<file path="src/hw/rtl/htw_pkg.sv">
package htw_pkg;

    localparam int WHEEL_SLOTS_DEF = 16;
    localparam int MAX_TIMERS_DEF  = 32;

    localparam int MODE_W     = 2;
    localparam int ID_W       = 5;
    localparam int INTERVAL_W = 16;

    typedef enum logic [MODE_W-1:0] {
        MODE_TICK   = 2'd0,
        MODE_ARM    = 2'd1,
        MODE_DISARM = 2'd2
    } mode_t;

    typedef enum logic [1:0] {
        ST_IDLE,
        ST_DIV,
        ST_LOAD,
        ST_DRAIN
    } state_t;

    typedef struct packed {
        mode_t                 mode;
        logic [ID_W-1:0]       timer_id;
        logic [INTERVAL_W-1:0] interval;
    } in_t;

    typedef struct packed {
        logic [ID_W-1:0] expired_id;
        logic            last;
    } out_t;

    typedef struct packed {
        logic tick;
        logic arm;
        logic disarm;
        logic shift;
    } cell_ctl_t;

endpackage

</file>
<file path="src/hw/rtl/htw_cell.sv">
module htw_cell #(
    parameter int WHEEL_SLOTS = htw_pkg::WHEEL_SLOTS_DEF,
    parameter int SLOT_W      = $clog2(WHEEL_SLOTS),
    parameter int ROUND_W     = 12
) (
    input  logic               aclk,
    input  logic               aresetn,
    input  htw_pkg::cell_ctl_t ctl,
    input  logic               sel,
    input  logic [SLOT_W-1:0]  cur,
    input  logic [SLOT_W-1:0]  offset,
    input  logic [ROUND_W-1:0] reload,
    input  logic               flag_in,
    output logic               flag_out
);

    localparam logic [SLOT_W:0] SLOTS = (SLOT_W+1)'(WHEEL_SLOTS);

    logic               valid_reg, valid_next;
    logic               flag_reg, flag_next;
    logic [SLOT_W-1:0]  off_reg, off_next;
    logic [SLOT_W-1:0]  slot_reg, slot_next;
    logic [ROUND_W-1:0] rounds_reg, rounds_next;
    logic [ROUND_W-1:0] reload_reg, reload_next;

    logic               hit;
    logic               expire;
    logic [SLOT_W:0]    sum_rearm;
    logic [SLOT_W:0]    sum_arm;
    logic [SLOT_W-1:0]  slot_rearm;
    logic [SLOT_W-1:0]  slot_arm;

    assign hit       = valid_reg && (slot_reg == cur);
    assign expire    = hit && (rounds_reg == '0);
    assign sum_rearm = {1'b0, cur} + {1'b0, off_reg};
    assign sum_arm   = {1'b0, cur} + {1'b0, offset};
    assign slot_rearm = (sum_rearm >= SLOTS) ? SLOT_W'(sum_rearm - SLOTS) : SLOT_W'(sum_rearm);
    assign slot_arm   = (sum_arm >= SLOTS) ? SLOT_W'(sum_arm - SLOTS) : SLOT_W'(sum_arm);
    assign flag_out  = flag_reg;

    always_comb begin
        valid_next  = valid_reg;
        flag_next   = flag_reg;
        off_next    = off_reg;
        slot_next   = slot_reg;
        rounds_next = rounds_reg;
        reload_next = reload_reg;
        if (ctl.tick) begin
            flag_next = expire;
            if (hit) begin
                if (rounds_reg != '0) begin
                    rounds_next = rounds_reg - 1'b1;
                end else begin
                    slot_next   = slot_rearm;
                    rounds_next = reload_reg;
                end
            end
        end
        if (ctl.shift) begin
            flag_next = flag_in;
        end
        if (sel && ctl.arm) begin
            valid_next  = 1'b1;
            off_next    = offset;
            reload_next = reload;
            slot_next   = slot_arm;
            rounds_next = reload;
        end
        if (sel && ctl.disarm) begin
            valid_next = 1'b0;
        end
    end

    always_ff @(posedge aclk) begin
        if (!aresetn) begin
            valid_reg <= 1'b0;
            flag_reg  <= 1'b0;
        end else begin
            valid_reg <= valid_next;
            flag_reg  <= flag_next;
        end
        off_reg    <= off_next;
        slot_reg   <= slot_next;
        rounds_reg <= rounds_next;
        reload_reg <= reload_next;
    end

endmodule

</file>
<file path="src/hw/rtl/hashed_timing_wheel.sv">
// Arm: accept, then reciprocal multiply for rounds, then offset and table load.
// Disarm and unused mode are handled at accept; the wheel stays idle.
// Tick: all timer cells update in the accept cycle, then expiry flags shift down the
// cell chain one position per cycle, stalling while an expiry waits on a busy output;
// expiries leave in timer order and the input stays blocked until no flag is left.
// Synchronous active-low reset clears the slot pointer, timer valid bits, expiry
// flags and the output valid bit; no clearing pass is needed.
module hashed_timing_wheel #(
    parameter int WHEEL_SLOTS = htw_pkg::WHEEL_SLOTS_DEF,
    parameter int MAX_TIMERS  = htw_pkg::MAX_TIMERS_DEF
) (
    input  logic           aclk,
    input  logic           aresetn,
    input  logic           s_valid,
    output logic           s_ready,
    input  htw_pkg::in_t   s_data,
    output logic           m_valid,
    input  logic           m_ready,
    output htw_pkg::out_t  m_data
);

    localparam int IV_W    = htw_pkg::INTERVAL_W;
    localparam int SLOT_W  = $clog2(WHEEL_SLOTS);
    localparam int ROUND_W = $clog2(65535 / WHEEL_SLOTS + 1);
    localparam int CNT_W   = (MAX_TIMERS > 1) ? $clog2(MAX_TIMERS) : 1;
    localparam int REC_SH  = IV_W + SLOT_W;
    localparam longint RECIP_L = ((longint'(1) << REC_SH) + longint'(WHEEL_SLOTS) - 1)
                                 / longint'(WHEEL_SLOTS);
    localparam logic [IV_W:0]     RECIP     = (IV_W+1)'(RECIP_L);
    localparam logic [IV_W-1:0]   SLOTS_IV  = IV_W'(WHEEL_SLOTS);
    localparam logic [IV_W-1:0]   REM_TOP   = IV_W'(WHEEL_SLOTS - 1);
    localparam logic [SLOT_W-1:0] LAST_SLOT = SLOT_W'(WHEEL_SLOTS - 1);

    htw_pkg::state_t    state_reg, state_next;
    htw_pkg::cell_ctl_t ctl;

    logic [SLOT_W-1:0]  cur_reg, cur_next;
    logic [SLOT_W-1:0]  cur_cell;
    logic [CNT_W-1:0]   id_reg, id_next;
    logic [CNT_W-1:0]   cnt_reg, cnt_next;
    logic [CNT_W-1:0]   target;
    logic [IV_W-1:0]    dvd_reg, dvd_next;
    logic [IV_W-1:0]    quo_reg, quo_next;
    logic               m_valid_reg, m_valid_next;
    htw_pkg::out_t      m_data_reg, m_data_next;

    logic               accept;
    logic               in_range;
    logic [2*IV_W:0]    prod;
    logic [IV_W-1:0]    back;
    logic [IV_W-1:0]    rem;
    logic [SLOT_W-1:0]  offset;
    logic [ROUND_W-1:0] reload;
    logic [MAX_TIMERS-1:0] flags;
    logic [MAX_TIMERS-1:0] flag_chain;
    logic               any_flag;
    logic               more_flags;
    logic               out_free;
    logic               out_load;

    assign accept   = s_valid && s_ready;
    assign in_range = 32'(s_data.timer_id) < MAX_TIMERS;
    assign prod     = {{(IV_W+1){1'b0}}, dvd_reg} * {{IV_W{1'b0}}, RECIP};
    assign back     = quo_reg * SLOTS_IV;
    assign rem      = dvd_reg - back;
    assign offset   = (rem == REM_TOP) ? '0 : SLOT_W'(rem + 1'b1);
    assign reload   = ROUND_W'(quo_reg);
    assign any_flag   = |flags;
    assign more_flags = |(flags >> 1);
    assign out_free   = !m_valid_reg || m_ready;
    assign out_load   = (state_reg == htw_pkg::ST_DRAIN) && flags[0] && out_free;
    assign cur_cell   = ctl.tick ? ((cur_reg == LAST_SLOT) ? '0 : SLOT_W'(cur_reg + 1'b1))
                                 : cur_reg;
    assign target     = (state_reg == htw_pkg::ST_LOAD) ? id_reg : CNT_W'(s_data.timer_id);

    assign s_ready = (state_reg == htw_pkg::ST_IDLE);
    assign m_valid = m_valid_reg;
    assign m_data  = m_data_reg;

    always_comb begin
        state_next = state_reg;
        unique case (state_reg)
            htw_pkg::ST_IDLE: begin
                if (accept) begin
                    unique case (s_data.mode)
                        htw_pkg::MODE_TICK: state_next = htw_pkg::ST_DRAIN;
                        htw_pkg::MODE_ARM:  state_next = in_range ? htw_pkg::ST_DIV
                                                                  : htw_pkg::ST_IDLE;
                        default:            state_next = htw_pkg::ST_IDLE;
                    endcase
                end
            end
            htw_pkg::ST_DIV:  state_next = htw_pkg::ST_LOAD;
            htw_pkg::ST_LOAD: state_next = htw_pkg::ST_IDLE;
            htw_pkg::ST_DRAIN: begin
                if (!any_flag) begin
                    state_next = htw_pkg::ST_IDLE;
                end
            end
            default: state_next = htw_pkg::ST_IDLE;
        endcase
    end

    always_comb begin
        ctl = '0;
        unique case (state_reg)
            htw_pkg::ST_IDLE: begin
                ctl.tick   = accept && (s_data.mode == htw_pkg::MODE_TICK);
                ctl.disarm = accept && (s_data.mode == htw_pkg::MODE_DISARM) && in_range;
            end
            htw_pkg::ST_LOAD:  ctl.arm   = 1'b1;
            htw_pkg::ST_DRAIN: ctl.shift = !flags[0] || out_free;
            default: ;
        endcase
    end

    always_comb begin
        cur_next     = ctl.tick ? cur_cell : cur_reg;
        id_next      = id_reg;
        cnt_next     = cnt_reg;
        dvd_next     = dvd_reg;
        quo_next     = quo_reg;
        m_valid_next = m_valid_reg;
        m_data_next  = m_data_reg;
        if (accept && (s_data.mode == htw_pkg::MODE_ARM)) begin
            id_next  = CNT_W'(s_data.timer_id);
            dvd_next = (s_data.interval == '0) ? '0 : s_data.interval - 1'b1;
        end
        if (state_reg == htw_pkg::ST_DIV) begin
            quo_next = IV_W'(prod >> REC_SH);
        end
        if (ctl.tick) begin
            cnt_next = '0;
        end
        if (ctl.shift) begin
            cnt_next = cnt_reg + 1'b1;
        end
        if (m_ready) begin
            m_valid_next = 1'b0;
        end
        if (out_load) begin
            m_valid_next           = 1'b1;
            m_data_next.expired_id = htw_pkg::ID_W'(cnt_reg);
            m_data_next.last       = !more_flags;
        end
    end

    always_ff @(posedge aclk) begin
        if (!aresetn) begin
            state_reg   <= htw_pkg::ST_IDLE;
            cur_reg     <= '0;
            m_valid_reg <= 1'b0;
        end else begin
            state_reg   <= state_next;
            cur_reg     <= cur_next;
            m_valid_reg <= m_valid_next;
        end
        id_reg     <= id_next;
        cnt_reg    <= cnt_next;
        dvd_reg    <= dvd_next;
        quo_reg    <= quo_next;
        m_data_reg <= m_data_next;
    end

    assign flag_chain = flags >> 1;

    for (genvar i = 0; i < MAX_TIMERS; i++) begin : g_cell
        htw_cell #(
            .WHEEL_SLOTS (WHEEL_SLOTS),
            .SLOT_W      (SLOT_W),
            .ROUND_W     (ROUND_W)
        ) u_cell (
            .aclk     (aclk),
            .aresetn  (aresetn),
            .ctl      (ctl),
            .sel      (target == CNT_W'(i)),
            .cur      (cur_cell),
            .offset   (offset),
            .reload   (reload),
            .flag_in  (flag_chain[i]),
            .flag_out (flags[i])
        );
    end

endmodule

</file>
<file path="config.mk">
export PLATFORM = sky130hd
export DESIGN_NAME = hashed_timing_wheel
export DESIGN_NICKNAME = d
export VERILOG_FILES = /design/src/hw/rtl/htw_pkg.sv /design/src/hw/rtl/htw_cell.sv /design/src/hw/rtl/hashed_timing_wheel.sv
export SDC_FILE = /design/constraint.sdc
export NUM_CORES = 2
export LEC_CHECK = 0
export BUFFER_PORTS_ARGS = -buffer_cell sky130_fd_sc_hd__buf_2
export CORE_ASPECT_RATIO = 0.5
export CORE_MARGIN = 4
export CORE_UTILIZATION = 60
export DETAILED_ROUTE_END_ITERATION = 7
export PLACE_DENSITY = 0.87
export SYNTH_ARGS = -nofsm -noshare
export SYNTH_HDL_FRONTEND = slang
export SYNTH_HIERARCHICAL = 1
export SYNTH_SLANG_ARGS = --single-unit
</file>
<file path="constraint.sdc">
create_clock -name aclk -period 10.77 [get_ports aclk]
set_clock_uncertainty 0.2 [all_clocks]
set_input_delay 2.154 -clock aclk [delete_from_list [all_inputs] [get_ports aclk]]
set_output_delay 2.154 -clock aclk [all_outputs]
set_load 0.01 [all_outputs]
</file>
==> impl_metrics.toml <==
[clocking]
hold_buffers = 0
postCtsSetupBuffers = 0
cts.sinks = 1139
cts_max_path_buffers = 3
insertion_delay_ns = 0.71
clk_pin_slew_ns = 0.07
ctsResizeCount = 0
cts_tree = "yes"
clock-root-buffer = "clkbuf_16"
cts_max_level = 3
cts_buffers = 99

[place]
place_inst = 6539
gp_congestion = 0.900
post-dp-hpwl_um = 88600
io_buffers = 34

[sta]
finalCriticalPeriod_ns = 5.82
finalSetupTns_ns = 0
max_freq_mhz = 172
slew_violations = 0
whs_ns = 0.264
rsz0062_at_grt = "no"
fin_crit_sh_pct = 54.0
finalSetupViolCount = 0
hold_viol_final = 0
slew_headroom_pct = 19.1
worstMarginPinSlew_ns = 1.21

[critical_path]
crit_end = "g_cell[22].u_cell/slot_reg[3]$_DFFE_PP_"
crit_arrival_ns = 6.08
r2r-end = "g_cell[13].u_cell/slot_reg[3]$_DFFE_PP_"
path_max_fanout = 34
crit_chain = "buf_2, inv_1, a31oi_1, nor2_1, nand2_1, clkinv_1, nand2_1, nand2_1, ha_1, a21o_1, a21oi_1, xnor2_1"
slowest_delay_ns = 0.97
cp-start-kind = "primary input"
cp_common_cell = "nand2_1"
path_class = "in2reg"
crit_required_ns = 11.03
cp-end-kind = "flip-flop"
ff2ff_setup_slack_ns = 5.18
reg2reg_from = "state_reg[1]$_SDFFE_PN0P_"
worst-r2r-cell-count = 15
cp-startpoint = "s_data[19]"
worst_path_max_delay_cell = "clkinv_1"

[cells_and_area]
drive_gt1_share_pct = 9.41
instances_no_fill = 6726
multiInputGateArea_um2 = 25100
final_nets = 5546
fillers = 6759
areaGrowthSynthToFinish_pct = 7.84
register_area_um2 = 33500

[power]
total_power_mw = 8.83
power_frac_comb_pct = 3.1
powerDensity_nw_per_um2 = 136
power_frac_seq_pct = 54.7
internal_power_mw = 6.98
power_switching_share_pct = 21.0
clkPwrFrac_pct = 42.2
power_leakage_nw = 23.5
p_sw_mw = 1.86
vdd_drop_max_mv = 0.146

[global_route]
track_usage_pct = 27.0
grt_pass1_wl_um = 232000
overflow = 0
grt_pass1_vias = 43600
antenna_found_initial = 5
grt_max_degree = 80

[floorplan]
die_x_um = 457
die_y_um = 232
rows = 81
core-area_um2 = 98700
io_pins = 35
initial_core_util_pct = 61.2
dieArea_um2 = 106000

[yosys]
ys_types = 93
synth_top_area_share_pct = 53.1
synth.most_common_cell = "edfxtp_1"
synth_seq_cells = 1139
synth_nets = 5550
ys_seq_area_share_pct = 55.5
yosys_warnings = 6
synth_edf_count = 1068
ys_async_sr_fraction_pct = 0
syn_inst = 5316
synth_common_cells = "edfxtp_1 (1,068), nand2_1 (759), o21ai_0 (350)"
avgSynthCellArea_um2 = 11.4
synthTopCellsByArea = "edfxtp_1 (53%), nand2_1 (4.7%), ha_1 (3.6%)"
synthFlopType = "edfxtp_1"
syn_area_um2 = 60400
synth_top_area_cell = "edfxtp_1"

[detailed_routing]
vias_per_cell = 6.59
drtPass1Iterations = 8
post-route-drc-count = 0
wl_per_cell_um = 21.8
ant_nets = 0
via_count = 44300
wirelength_um = 147000
dr.first_iter.drc_count = 5967

[worst_hold_path]
hold_path_class = "reg2reg"

[job]
cap_violations = 0

[outcome]
status = "complete, no violations"
## critical path, delay by kind of cell
family / cells / cell delay, ns
xor gates and xnor gates: 1 / 0.10
and+or+nand+nor: 4 / 1.16
buffers and inverters: 3 / 1.18
adders and majority gates: 1 / 0.30
AOI/OAI and AO/OA: 3 / 1.18
## cell type report
cell class	instances	area share [%]
repair buffers	87	0.892
multi-input cells	3721	38.5
diodes	2	0.00769
clock buffers	137	4.23
clock inverters	48	0.886
inverters	264	1.52
well taps	1328	2.55
flip-flops and latches	1139	51.4
## logic make-up (layout without fill, tap and decap cells)
group           count (synthesis)  count (layout)  share of synthesized area (%)
compound gates               1156            1156                           13.0
mux                           172             172                           2.94
other cells                     1               3                        0.00621
flops                        1139            1139                           55.5
xor+xnor                      250             250                           3.63
simple gates                 1935            1935                           17.0
buf+inv                       456             536                           3.24
fa+ha+maj                     207             207                           4.69
## per-stage QoR
step,setup WS (ns),cell area (um^2),util (%)
after floorplan,1.33,60400,-
after global routing,4.64,65100,66.0
after detailed placement,4.35,61800,62.6
after global placement,4.48,61800,62.6
after CTS,5.09,65100,66.0
final,4.95,65100,66.0
## power groups by stage
stage	Sequential [mW]	Clock (mW)	Combinational [mW]
2_1_floorplan	4.94	0	0.138
3_3_place_gp	4.93	0	0.246
3_5_place_dp	4.93	0	0.261
4_1_cts	4.83	3.76	0.265
5_1_grt	4.83	3.95	0.290
6_report	4.84	3.73	0.274
## per-layer routing
metal | track usage, % | routed length, um
met1 | 35.6 | 56100
met2 | 45.2 | 69700
met3 | 4.36 | 15800
met4 | 10.7 | 5140
met5 | 0 | 37
## cell usage in the layout (no fill, tap or decap), types with 61 or more instances in the layout
cell type | synthesis | routed
a31oi_1 | 93 | 90
nand2b_1 | 63 | 63
inv_1 | 246 | 245
dfxtp_1 | 71 | 71
xor2_1 | 99 | 98
xnor2_1 | 151 | 150
nor2_1 | 245 | 244
a21o_1 | 67 | 67
nand2_1 | 759 | 759
edfxtp_1 | 1068 | 1068
nor3_1 | 207 | 207
ha_1 | 175 | 175
mux2i_1 | 129 | 129
nor2b_1 | 93 | 92
o31ai_1 | 68 | 65
clkbuf_16 | 0 | 101
and3_1 | 61 | 61
or3_1 | 93 | 93
o21ai_0 | 350 | 350
a21oi_1 | 151 | 151
## worst min path at each step
stage	startpoint	end	slack (ns)	cells after the start
after floorplan	dvd_reg[4]$_SDFFCE_PN0P_	quo_reg[0]$_DFFE_PP_	0.23	0
after global placement	dvd_reg[8]$_SDFFCE_PN0P_	quo_reg[4]$_DFFE_PP_	0.24	0
after detailed placement	dvd_reg[6]$_SDFFCE_PN0P_	quo_reg[2]$_DFFE_PP_	0.25	0
after CTS	dvd_reg[6]$_SDFFCE_PN0P_	quo_reg[2]$_DFFE_PP_	0.27	0
after global routing	dvd_reg[6]$_SDFFCE_PN0P_	quo_reg[2]$_DFFE_PP_	0.28	0
final	dvd_reg[8]$_SDFFCE_PN0P_	quo_reg[4]$_DFFE_PP_	0.26	0
Note: power is estimated with default switching activity, not from simulation.
